[src/design/wpf_pkg.sv]
// ----------------------------------------------------------------------------
// wpf_pkg
// types and constants shared by the waypoint follower controller, datapath
// and checker
// ----------------------------------------------------------------------------
package wpf_pkg;

  // fixed field widths, table limit and gain shift
  localparam int unsigned IDX_W       = 4;
  localparam int unsigned TABLE_LIMIT = 16;
  localparam int unsigned GAIN_SHIFT  = 12;

  // configuration reset values
  localparam logic signed [15:0] GAIN_RESET  = 16'sd4096;
  localparam logic [4:0]         COUNT_RESET = 5'd1;

  // drive saturation limits
  localparam logic signed [15:0] DRIVE_MAX = 16'sh7fff;
  localparam logic signed [15:0] DRIVE_MIN = 16'sh8000;

  // request operation codes
  typedef enum logic [1:0] {
    OP_STEP   = 2'd0,
    OP_LOAD   = 2'd1,
    OP_REWIND = 2'd2
  } wpf_op_e;

  // configuration register indexes
  typedef enum logic [1:0] {
    CFG_MAIN_GAIN  = 2'd0,
    CFG_CROSS_GAIN = 2'd1,
    CFG_WP_COUNT   = 2'd2
  } wpf_cfg_e;

  // controller states
  typedef enum logic [2:0] {
    ST_IDLE,
    ST_ERR,
    ST_SQ,
    ST_RAD,
    ST_CMP,
    ST_REERR,
    ST_GAIN,
    ST_OUT
  } wpf_state_e;

  // operand selection for the shared multiplier pair
  typedef enum logic [1:0] {
    MUL_SQUARE,
    MUL_RADIUS,
    MUL_GAIN
  } wpf_mul_e;

  // one waypoint table entry
  typedef struct packed {
    logic [15:0] x;
    logic [15:0] y;
    logic [14:0] radius;
    logic        axis;
  } wpf_entry_t;

  // controller to datapath commands
  typedef struct packed {
    logic     start;
    logic     load;
    logic     rewind;
    logic     err_en;
    logic     mul_en;
    wpf_mul_e mul_sel;
    logic     d2_en;
    logic     cmp_en;
    logic     out_load;
  } wpf_cmd_t;

  // datapath to controller status
  typedef struct packed {
    logic advance;
    logic out_free;
  } wpf_status_t;

endpackage

[src/design/wpf_ctrl.sv]
// ----------------------------------------------------------------------------
// wpf_ctrl
// sequencer for the waypoint follower: takes requests, runs the capture
// check and the gain pass of a step through the datapath
// ----------------------------------------------------------------------------
module wpf_ctrl import wpf_pkg::*; (
  input  logic        clk_i,
  input  logic        rst_ni,
  input  logic        in_valid_i,
  output logic        in_stall_o,
  input  logic [1:0]  operation_i,
  input  wpf_status_t status_i,
  output wpf_cmd_t    cmd_o
);

  wpf_state_e state_q, state_d;
  logic       accept;

  assign accept = in_valid_i && (state_q == ST_IDLE);

  // state register
  always_ff @(posedge clk_i or negedge rst_ni) begin
    if (!rst_ni) begin
      state_q <= ST_IDLE;
    end else begin
      state_q <= state_d;
    end
  end

  // next state
  always_comb begin
    state_d = state_q;
    unique case (state_q)
      ST_IDLE: begin
        if (accept && (operation_i == OP_STEP)) state_d = ST_ERR;
      end
      ST_ERR:   state_d = ST_SQ;
      ST_SQ:    state_d = ST_RAD;
      ST_RAD:   state_d = ST_CMP;
      ST_CMP:   state_d = status_i.advance ? ST_REERR : ST_GAIN;
      ST_REERR: state_d = ST_GAIN;
      ST_GAIN:  state_d = ST_OUT;
      ST_OUT: begin
        if (status_i.out_free) state_d = ST_IDLE;
      end
      default:  state_d = ST_IDLE;
    endcase
  end

  // command outputs
  always_comb begin
    cmd_o          = '0;
    cmd_o.mul_sel  = MUL_SQUARE;
    in_stall_o     = (state_q != ST_IDLE);
    cmd_o.start    = accept && (operation_i == OP_STEP);
    cmd_o.load     = accept && (operation_i == OP_LOAD);
    cmd_o.rewind   = accept && (operation_i == OP_REWIND);
    unique case (state_q)
      ST_ERR, ST_REERR: cmd_o.err_en = 1'b1;
      ST_SQ: begin
        cmd_o.mul_en  = 1'b1;
        cmd_o.mul_sel = MUL_SQUARE;
      end
      ST_RAD: begin
        cmd_o.mul_en  = 1'b1;
        cmd_o.mul_sel = MUL_RADIUS;
        cmd_o.d2_en   = 1'b1;
      end
      ST_CMP:  cmd_o.cmp_en = 1'b1;
      ST_GAIN: begin
        cmd_o.mul_en  = 1'b1;
        cmd_o.mul_sel = MUL_GAIN;
      end
      ST_OUT:  cmd_o.out_load = status_i.out_free;
      default: ;
    endcase
  end

endmodule

[src/design/wpf_dp.sv]
// ----------------------------------------------------------------------------
// wpf_dp
// waypoint follower datapath: waypoint table, configuration registers,
// error and square terms on a shared multiplier pair, saturation and the
// result register
// ----------------------------------------------------------------------------
module wpf_dp import wpf_pkg::*; #(
  parameter int unsigned MAX_WAYPOINTS = 16
) (
  input  logic               clk_i,
  input  logic               rst_ni,
  input  logic               cfg_we_i,
  input  logic [1:0]         cfg_idx_i,
  input  logic [15:0]        cfg_data_i,
  input  logic signed [15:0] position_x_i,
  input  logic signed [15:0] position_y_i,
  input  logic [3:0]         waypoint_slot_i,
  input  logic signed [15:0] waypoint_x_i,
  input  logic signed [15:0] waypoint_y_i,
  input  logic [14:0]        waypoint_radius_i,
  input  logic               waypoint_axis_i,
  input  wpf_cmd_t           cmd_i,
  output wpf_status_t        status_o,
  output logic               out_valid_o,
  input  logic               out_stall_i,
  output logic signed [15:0] drive_x_o,
  output logic signed [15:0] drive_y_o,
  output logic [3:0]         target_index_o,
  output logic               at_final_o,
  output logic               saturated_o
);

  localparam int unsigned DEPTH  = (MAX_WAYPOINTS < TABLE_LIMIT) ? MAX_WAYPOINTS : TABLE_LIMIT;
  localparam int unsigned AW     = (DEPTH > 1) ? $clog2(DEPTH) : 1;
  localparam logic [4:0]  DEPTH5 = 5'(DEPTH);

  // configuration and control state
  logic signed [15:0] main_gain_q, cross_gain_q;
  logic [4:0]         count_q;
  logic [IDX_W-1:0]   cur_q;
  logic               out_valid_q;

  // working registers
  wpf_entry_t         wp_mem_q [DEPTH];
  wpf_entry_t         rd_q;
  logic signed [15:0] px_q, py_q;
  logic [IDX_W-1:0]   idx_q;
  logic signed [16:0] ex_q, ey_q;
  logic signed [33:0] prod_x_q, prod_y_q;
  logic [34:0]        d2_q;

  logic [4:0]         n_used;
  logic [IDX_W-1:0]   last_idx, clamp_idx, idx_inc;
  logic               advance;
  logic               rd_en;
  logic [AW-1:0]      rd_addr;
  logic               slot_ok;
  wpf_entry_t         wr_entry;
  logic signed [16:0] a_x, b_x, a_y, b_y;
  logic signed [33:0] mul_x, mul_y;
  logic signed [33:0] sh_x, sh_y;
  logic               ovf_x, ovf_y;
  logic signed [15:0] drv_x, drv_y;

  // last index in use, count clipped to the table depth
  always_comb begin
    if (count_q == 5'd0) begin
      n_used = 5'd1;
    end else if (count_q > DEPTH5) begin
      n_used = DEPTH5;
    end else begin
      n_used = count_q;
    end
    last_idx = IDX_W'(n_used - 5'd1);
  end

  assign clamp_idx = (cur_q > last_idx) ? last_idx : cur_q;
  assign idx_inc   = idx_q + IDX_W'(1);
  assign advance   = (d2_q < {1'b0, prod_x_q}) && (idx_q < last_idx);

  assign status_o.advance  = advance;
  assign status_o.out_free = !out_valid_q || !out_stall_i;

  // configuration registers and current target
  always_ff @(posedge clk_i or negedge rst_ni) begin
    if (!rst_ni) begin
      main_gain_q  <= GAIN_RESET;
      cross_gain_q <= GAIN_RESET;
      count_q      <= COUNT_RESET;
      cur_q        <= '0;
    end else begin
      if (cfg_we_i) begin
        unique case (cfg_idx_i)
          CFG_MAIN_GAIN:  main_gain_q  <= cfg_data_i;
          CFG_CROSS_GAIN: cross_gain_q <= cfg_data_i;
          CFG_WP_COUNT:   count_q      <= cfg_data_i[4:0];
          default: ;
        endcase
      end
      if (cmd_i.rewind) begin
        cur_q <= '0;
      end else if (cmd_i.cmp_en) begin
        cur_q <= advance ? idx_inc : idx_q;
      end
    end
  end

  // waypoint table, one write and one registered read port
  assign slot_ok  = (int'(waypoint_slot_i) < DEPTH);
  assign wr_entry = '{x: waypoint_x_i, y: waypoint_y_i,
                      radius: waypoint_radius_i, axis: waypoint_axis_i};
  assign rd_en    = cmd_i.start || (cmd_i.cmp_en && advance);
  assign rd_addr  = cmd_i.start ? clamp_idx[AW-1:0] : idx_inc[AW-1:0];

  always_ff @(posedge clk_i) begin
    if (cmd_i.load && slot_ok) begin
      wp_mem_q[waypoint_slot_i[AW-1:0]] <= wr_entry;
    end
    if (rd_en) begin
      rd_q <= wp_mem_q[rd_addr];
    end
  end

  // shared multiplier operands
  always_comb begin
    unique case (cmd_i.mul_sel)
      MUL_SQUARE: begin
        a_x = ex_q;
        b_x = ex_q;
        a_y = ey_q;
        b_y = ey_q;
      end
      MUL_RADIUS: begin
        a_x = $signed({2'b00, rd_q.radius});
        b_x = $signed({2'b00, rd_q.radius});
        a_y = '0;
        b_y = '0;
      end
      MUL_GAIN: begin
        a_x = 17'(rd_q.axis ? cross_gain_q : main_gain_q);
        b_x = ex_q;
        a_y = 17'(rd_q.axis ? main_gain_q : cross_gain_q);
        b_y = ey_q;
      end
      default: begin
        a_x = '0;
        b_x = '0;
        a_y = '0;
        b_y = '0;
      end
    endcase
  end

  assign mul_x = a_x * b_x;
  assign mul_y = a_y * b_y;

  // step working registers
  always_ff @(posedge clk_i) begin
    if (cmd_i.start) begin
      px_q  <= position_x_i;
      py_q  <= position_y_i;
      idx_q <= clamp_idx;
    end else if (cmd_i.cmp_en && advance) begin
      idx_q <= idx_inc;
    end
    if (cmd_i.err_en) begin
      ex_q <= 17'($signed(rd_q.x)) - 17'(px_q);
      ey_q <= 17'($signed(rd_q.y)) - 17'(py_q);
    end
    if (cmd_i.d2_en) begin
      d2_q <= {1'b0, prod_x_q} + {1'b0, prod_y_q};
    end
    if (cmd_i.mul_en) begin
      prod_x_q <= mul_x;
      prod_y_q <= mul_y;
    end
  end

  // back to q8.8 with floor shift, then clip to 16 bits
  assign sh_x  = prod_x_q >>> GAIN_SHIFT;
  assign sh_y  = prod_y_q >>> GAIN_SHIFT;
  assign ovf_x = !((sh_x[33:15] == '0) || (sh_x[33:15] == '1));
  assign ovf_y = !((sh_y[33:15] == '0) || (sh_y[33:15] == '1));
  assign drv_x = ovf_x ? (sh_x[33] ? DRIVE_MIN : DRIVE_MAX) : sh_x[15:0];
  assign drv_y = ovf_y ? (sh_y[33] ? DRIVE_MIN : DRIVE_MAX) : sh_y[15:0];

  // result valid
  always_ff @(posedge clk_i or negedge rst_ni) begin
    if (!rst_ni) begin
      out_valid_q <= 1'b0;
    end else if (cmd_i.out_load) begin
      out_valid_q <= 1'b1;
    end else if (!out_stall_i) begin
      out_valid_q <= 1'b0;
    end
  end

  // result payload
  always_ff @(posedge clk_i) begin
    if (cmd_i.out_load) begin
      drive_x_o      <= drv_x;
      drive_y_o      <= drv_y;
      target_index_o <= idx_q;
      at_final_o     <= (idx_q == last_idx);
      saturated_o    <= ovf_x || ovf_y;
    end
  end

  assign out_valid_o = out_valid_q;

endmodule

[src/design/waypoint_follower_p_control_core.sv]
// ----------------------------------------------------------------------------
// waypoint_follower_p_control_core
// 2-d waypoint follower with proportional drive in fixed point
// ----------------------------------------------------------------------------
// A step request runs the error, square, radius, compare, gain and output
// states, with a second error state after compare when the position lies
// inside the current waypoint's radius and the index moves on; the result
// is registered in the output state, which waits on a stalled result. This
// is set by one pair of 17x17 multipliers used in turn for the squared errors,
// the squared radius and the two gain products, and by the single registered
// read port of the waypoint table, which is read again after an advance. Load,
// rewind and unused requests leave the block idle and give no result. A
// finished result waits in an output register while the next request is taken.
// Table entries hold garbage until loaded; no clearing pass follows reset.
module waypoint_follower_p_control_core import wpf_pkg::*; #(
  parameter int unsigned MAX_WAYPOINTS = 16
) (
  input  logic               clk_i,
  input  logic               rst_ni,
  // configuration
  input  logic               cfg_we_i,
  input  logic [1:0]         cfg_idx_i,
  input  logic [15:0]        cfg_data_i,
  // request channel
  input  logic               in_valid_i,
  output logic               in_stall_o,
  input  logic [1:0]         operation_i,
  input  logic signed [15:0] position_x_i,
  input  logic signed [15:0] position_y_i,
  input  logic [3:0]         waypoint_slot_i,
  input  logic signed [15:0] waypoint_x_i,
  input  logic signed [15:0] waypoint_y_i,
  input  logic [14:0]        waypoint_radius_i,
  input  logic               waypoint_axis_i,
  // result channel
  output logic               out_valid_o,
  input  logic               out_stall_i,
  output logic signed [15:0] drive_x_o,
  output logic signed [15:0] drive_y_o,
  output logic [3:0]         target_index_o,
  output logic               at_final_o,
  output logic               saturated_o
);

  wpf_cmd_t    cmd;
  wpf_status_t status;

  // sequencer
  wpf_ctrl u_ctrl (
    .clk_i       (clk_i),
    .rst_ni      (rst_ni),
    .in_valid_i  (in_valid_i),
    .in_stall_o  (in_stall_o),
    .operation_i (operation_i),
    .status_i    (status),
    .cmd_o       (cmd)
  );

  // datapath
  wpf_dp #(
    .MAX_WAYPOINTS (MAX_WAYPOINTS)
  ) u_dp (
    .clk_i             (clk_i),
    .rst_ni            (rst_ni),
    .cfg_we_i          (cfg_we_i),
    .cfg_idx_i         (cfg_idx_i),
    .cfg_data_i        (cfg_data_i),
    .position_x_i      (position_x_i),
    .position_y_i      (position_y_i),
    .waypoint_slot_i   (waypoint_slot_i),
    .waypoint_x_i      (waypoint_x_i),
    .waypoint_y_i      (waypoint_y_i),
    .waypoint_radius_i (waypoint_radius_i),
    .waypoint_axis_i   (waypoint_axis_i),
    .cmd_i             (cmd),
    .status_o          (status),
    .out_valid_o       (out_valid_o),
    .out_stall_i       (out_stall_i),
    .drive_x_o         (drive_x_o),
    .drive_y_o         (drive_y_o),
    .target_index_o    (target_index_o),
    .at_final_o        (at_final_o),
    .saturated_o       (saturated_o)
  );

endmodule

[config.mk]
export PLATFORM = sky130hd
export DESIGN_NAME = waypoint_follower_p_control_core
export DESIGN_NICKNAME = d
export VERILOG_FILES = /design/src/design/wpf_pkg.sv /design/src/design/wpf_ctrl.sv /design/src/design/wpf_dp.sv /design/src/design/waypoint_follower_p_control_core.sv
export SDC_FILE = /design/constraint.sdc
export NUM_CORES = 2
export LEC_CHECK = 0
export BUFFER_PORTS_ARGS = -buffer_cell sky130_fd_sc_hd__buf_2
export CAP_MARGIN = 20
export CORE_MARGIN = 1
export CORE_UTILIZATION = 35
export DETAILED_ROUTE_END_ITERATION = 7
export PLACE_DENSITY = 0.55
export SETUP_SLACK_MARGIN = 0.5
export SLEW_MARGIN = 30
export SYNTH_ARGS = -nofsm -noshare
export SYNTH_HDL_FRONTEND = slang
export SYNTH_SLANG_ARGS = --single-unit
[constraint.sdc]
create_clock -name clk_i -period 26.3 [get_ports clk_i]
set_input_delay 1.315 -clock clk_i [delete_from_list [all_inputs] [get_ports clk_i]]
set_output_delay 1.315 -clock clk_i [all_outputs]
set_load 0.01 [all_outputs]
Yosys cells after proc, flatten, opt, wreduce, memory -nomap -nowiden
Memory sizes are Yosys's and may differ from the RTL's. A register that Yosys moved wholly into a read port is not among the register bits. Index checks and enable logic that the tools add are counted.

Input port bits: 109. Memory bits (writable): 768. Output and inout port bits: 40. Logic and storage cells: 113. Register bits: 256. Memories: 1.

Memories: u_dp.wp_mem_q (depth 16, width 48, rd ports 1, clocked after Yosys merged registers in 1, wr ports 1, RTL line wpf_dp.sv:44) `wpf_entry_t wp_mem_q [DEPTH];`.

Multiplexer cells: 32. Multiply operators: 2. Equality and inequality tests: 19. Order comparisons: 4. Add/subtract/negate cells: 5. Reductions and logical operators: 31.

Operator list (number): multiplier 17 x 17 -> 34 bit (2); case mux 17 bit (2 select lines) (2); 2-to-1 mux 16 bit (4); 2-to-1 mux 17 bit (3); case mux 17 bit (3 select lines) (1); == test 19 bit (second input constant) (2); zero test 19 bit (2); 2-to-1 mux 4 bit (9); adder 34 x 34 -> 35 bit (1); less-than comparator 35 x 34 -> 1 bit (1); subtractor 16 x 16 -> 17 bit (2); case mux 3 bit (8 select lines) (1); == test 3 bit (second input constant) (4); case mux 3 bit (3 select lines) (1); 2-to-1 mux 1 bit (8); AND reduction 2 bit (4); == test 2 x 1 -> 1 bit (second input constant) (3); == test 2 bit (second input constant) (3); == test 3 x 2 -> 1 bit (second input constant) (2); logical AND 1 bit (6); zero test 2 bit (3); 2-to-1 mux 3 bit (2); != test 2 x 1 -> 1 bit (second input constant) (3); greater-than comparator 5 bit (second input constant) (1); 14 further kinds (23).

Depth between registers and ports, before layout
Depth in word-level cells: 9. Mapped depth: 32. Gate-level depth less buffers: 28.

By module
Synthesis repeated with hierarchy kept, for this count alone.

Cell total of the unflattened synthesis: 5420. Area, all modules: 66027.1 µm².

Modules (own cells, without submodules): wpf_dp (area an instance 65760.6 µm², instances 1, sequential area each 31894.3 µm², cells an instance 5390); wpf_ctrl (area an instance 266.5 µm², instances 1, sequential area each 75.1 µm², cells an instance 30).

Least setup slack after synthesis
No wires, ideal clock.

Path type: register -> register. Start point: reg u_ctrl.state_q[1]. End point: reg u_dp.prod_x_q[33] (data pin). Stages on the path, launching flop included: 29. Buffers on the path: 4. Setup time: 260 ps. Clock period less this slack: 8718 ps. Data required time: 26040 ps. Arrival: 8458 ps. Slack: 17582 ps. Cell sequence: dfrtp_1 clkbuf_1 nand2_1 or2_2 clkbuf_1 inv_2 clkbuf_1 clkbuf_1 nand2_1 nand2_1 nand2_1 inv_1 fa_1 fa_1 inv_1 fa_1 fa_1 fa_1 fa_1 inv_1 ha_1 nand4_1 nor2_1 a21boi_0 a41o_1 o41ai_1 o2111ai_1 a21oi_1 xnor2_1.

Longest elaborated chain between the ends: 6. Elaborated cells between the ends (all ways): 11. Those cells by class: mul: 1; eq/ne: 5; mux: 3; reduce/logical: 2.

Ends and longest elaborated chain: start, declared (RTL line wpf_ctrl.sv:16) `wpf_state_e state_q, state_d;`; start signal, assigned (RTL line wpf_ctrl.sv:26) `state_q <= state_d;`; == test 3 bit or == test 3 x 2 -> 1 bit (tied branches) (RTL line wpf_ctrl.sv:58) `unique case (state_q)`; case mux 3 bit (3 select lines) (*) (RTL line wpf_ctrl.sv:58); == test 2 bit or zero test 2 bit (tied branches) (RTL line wpf_dp.sv:126) `unique case (cmd_i.mul_sel)`; OR reduction 2 bit (no source line); case mux 17 bit (2 select lines) (RTL line wpf_dp.sv:126); multiplier 17 x 17 -> 34 bit (*) (RTL line wpf_dp.sv:154) `assign mul_x = a_x * b_x;`; net u_dp.mul_x[33] (RTL line wpf_dp.sv:60) `logic signed [33:0] mul_x, mul_y;`; end signal, assigned (RTL line wpf_dp.sv:174) `prod_x_q <= mul_x;`; end, declared (RTL line wpf_dp.sv:49) `logic signed [33:0] prod_x_q, prod_y_q;`.

The timed path passes the listed nets; every way through them passes the cells marked *. A chain may end at the register's enable or synchronous reset.

Final worst setup path
Ends and elaborated chain as after synthesis.

==> results.md <==
- GRT overflow: 0
- Ports: 149
- Class of the most critical setup path: reg -> reg
- WL per Instance: 22.44 µm
- Post-CTS resize count: 0
- Final net count: 6758
- Largest clock skew in the final design: 84.11 ps
- Final clock period utilization by the worst path: 0.3509
- Cell variety after synth: 72
- Antenna violations before repair: 23
- Tightest Hold Check Type: reg -> reg
- Cell with the most instances after synthesis: edfxtp_1
- TritonCTS clock tree: done
- Clock network latency to the later pin of the worst-skew pair: 770 ps
- Yosys warnings: 0
- Number of vias after detailed routing: 42890
- Max cap viols: 0
- Final worst slack: about 17000 ps
- Final number of max-transition violations: 0
- Largest net degree at the start of global routing: 210
- Number of levels the H-tree was split into: 3
- Number of synthesized register bits: 1072
- Wire length of the first global-routing pass: 280.6 mm
- Launching point of the worst reg2reg path: u_ctrl.state_q[1]
- Starting DRT DRC Count: 3346
- Post-synthesis average cell area: 11.77 µm²
- Worst slack, placed: 17140 ps
- Post-synthesis instance area: between 0.06 and 0.07 mm²
- Slew HR: 0.3004
- Number of instances in the synthesized netlist: 5669
- EDFF count, synth: 1027
- Die footprint: 0.1925 mm²
- Hold violation total from the final report: 0
- Top cells by instance count after synthesis: edfxtp_1, nand2_1, inv_1
- Count of input and output buffers: about 150
- Via density per instance: 5.124
- Die extent in y: 438.7 µm
- Cell breakdown of the critical path: nand2_1 > or2_2 > buf_4 > nand2_1 > a21oi_1 > nand2_1 > inv_1 > fa_1 > fa_1 > inv_1 > fa_1 > fa_1 > fa_1 > fa_1 > inv_1 > ha_1 > nand4_1 > nor2_1 > a21boi_0 > a41o_1 > o41ai_1 > o2111ai_1 > a21oi_1 > xnor2_1
- Nets in the synthesized netlist: 6652
- TritonRoute pass-1 iters: 6
- Signal arrival time at the worst endpoint: 9670 ps
- Result of the run: finished, final reports clean
- Vias in the first global route: around 44000
- Hold Buf Count CTS: 0
- Final weighted congestion in routability-driven placement: 0.9372
- Unrepaired setup endpoints after global routing: false
- Total negative slack: 0 ps
- Largest stage delay, worst path: slightly above 900 ps
- Kind of capture point of the worst setup path: flop
- Aggregate global-route resource usage: 0.1950
- Synth top area share: 0.4620
- Die outline width: ~440 µm
- Sequential share of the synthesized area: 0.4790
- Maximum achievable frequency: 108.4 MHz
- Slew at the pin closest to its max-slew limit: between 1000 and 1500 ps
- Cell with the most instances on the worst path: fa_1
- Signed area change from the synthesized netlist to the final layout: 11.34%
- Final wirelength: 187.8 mm
- Required time of the critical path: 26740 ps
- Worst setup path startpoint: u_ctrl.state_q[1]
- Highest net fanout along the worst path: 33
- Post-CTS setup buffer count: 0
- Ratio of cells with drive above 1 in the final layout: 0.09332
- Clk pin slew, worst setup/hold paths: approximately 60 ps
- DRC violation count after routing: 0
- Async S/R FF share, synth: 0.04198
- Remaining antenna violation count: 0
- Post-layout min period: 9227 ps
- Number of clock sinks: 1072
- Standard-cell row count: around 160
- Half-perimeter wire length of the detailed placement result: roughly 130 mm
- Number of clock buffers inserted by TritonCTS: 114
- Cell at the slowest stage of the critical path: a21oi_1
- Clock root buffer master: clkbuf_16
- Startpoint class of the critical path: flop
- Initial core utilization: 0.3539
- Core Area: 0.1886 mm²
- Count of final setup violators: 0
- Maximum clock path buffer count: 3
- Largest area contributor in the synthesized netlist: edfxtp_1
- Hold_sp: u_dp.cur_q[0]
- Cell types occupying the most area after synthesis: edfxtp_1, fa_1, ha_1, nand2_1, inv_1
- Most used flip-flop cell after synthesis: edfxtp_1
worst max-delay path, delay by kind of cell (launching register included):
family | cells | cell delay, ps
adders and majority gates | 7 | 3760
AOI/OAI and AO/OA | 6 | 2380
and+or+nand+nor | 6 | 1420
buffers and inverters | 4 | 730
DFF | 1 | 530
xor gates and xnor gates | 1 | 80
layer usage:
metal  share of wire  GRT usage
met5         0.00063          0
met4           0.042    0.07553
met3           0.057    0.03011
met2            0.48     0.3285
met1            0.42     0.2517
state kept, by name, summed over array words and instances, names as in the netlist, 4 cells and up:
| signal | cells |
|---|---|
| u_dp.drive_x_o | 16 |
| u_dp.target_index_o | 4 |
| u_dp.py_q | 16 |
| u_dp.rd_q | 48 |
| u_dp.drive_y_o | 16 |
| u_dp.d2_q | 35 |
| u_dp.cur_q | 4 |
| u_dp.prod_x_q | 34 |
| u_dp.count_q | 5 |
| u_dp.prod_y_q | 34 |
| u_dp.cross_gain_q | 16 |
| u_dp.main_gain_q | 16 |
| u_dp.ey_q | 17 |
| u_dp.ex_q | 17 |
| u_dp.idx_q | 4 |
| u_dp.px_q | 16 |
| u_dp.wp_mem_q | 768 |
metrics by stage:
step / utilization / cell area [µm²] / hold WS (ps) / std cells
finish: 0.3941 / 74320 / 492.5 / 8370
global route: 0.3940 / 74310 / 538.6 / 8367
CTS: 0.3937 / 74260 / 489.3 / 8365
detailed placement: 0.3740 / 70540 / 474.6 / 8152
global placement: 0.3734 / 70420 / 473.8 / 8148
floorplan: - / 66750 / 449.8 / 5669
cells in the final DEF (no fill, tap or decap), drive strengths merged, types with 8 or more instances in the layout:
cell / count
fa: 595
a31oi: 83
edfxtp: 1027
nor2: 424
a2111oi: 29
a21o: 89
a311oi: 74
a21boi: 8
xnor2: 104
nand2: 902
a211oi: 41
nor2b: 26
o21bai: 11
clkbuf: 145
a221oi: 17
nand4: 17
clkinv: 55
nor3: 30
o211ai: 8
and2: 22
a21oi: 143
xor2: 24
mux2i: 36
mux2: 39
a211o: 28
a311o: 25
nand2b: 21
o21a: 24
buf: 235
dfrtp: 42
bufinv: 9
or3: 9
ha: 279
o21ai: 77
mux4: 50
and3: 42
inv: 780
nand3: 210
a221o: 15
path summary, 6_finish.rpt:
kind                            cells past startpoint  slack [ps]             endpoint
worst max register to register                     24       17070    u_dp.prod_x_q[33]
worst max-delay path                               24       17070    u_dp.prod_x_q[33]
worst min register to register                      2         490        u_dp.cur_q[0]
min in group asynchronous                           1         600    u_ctrl.state_q[1]
max in group asynchronous                           1       25250  u_dp.main_gain_q[0]
worst min-delay path                                2         490        u_dp.cur_q[0]
layout make-up:
class / count / area [µm²]
fillers: 18060 / 114300
flip-flops and latches: 1072 / 31970
multi-input cells: 3570 / 31040
well taps: 2495 / 3122
clock buffers: 145 / 3022
inverters: 781 / 2945
repair buffers: 236 / 1519
clock inverters: 68 / 695.7
diodes: 3 / 7.507
cells by family (layout without fill, tap and decap cells):
family	count (synthesis)	after routing	share of synthesized area
DFF	1072	1072	0.4790
and+or+nand+nor	1731	1731	0.1087
other	0	3	0
xor gates and xnor gates	128	128	0.01680
muxes	125	125	0.02885
adders and majority gates	874	874	0.2308
AOI/OAI and AO/OA	712	712	0.07680
buffers and inverters	1027	1230	0.05918
Power is not shown: default switching activity piles up to over one toggle a cycle in this logic, so the estimate is an artifact.
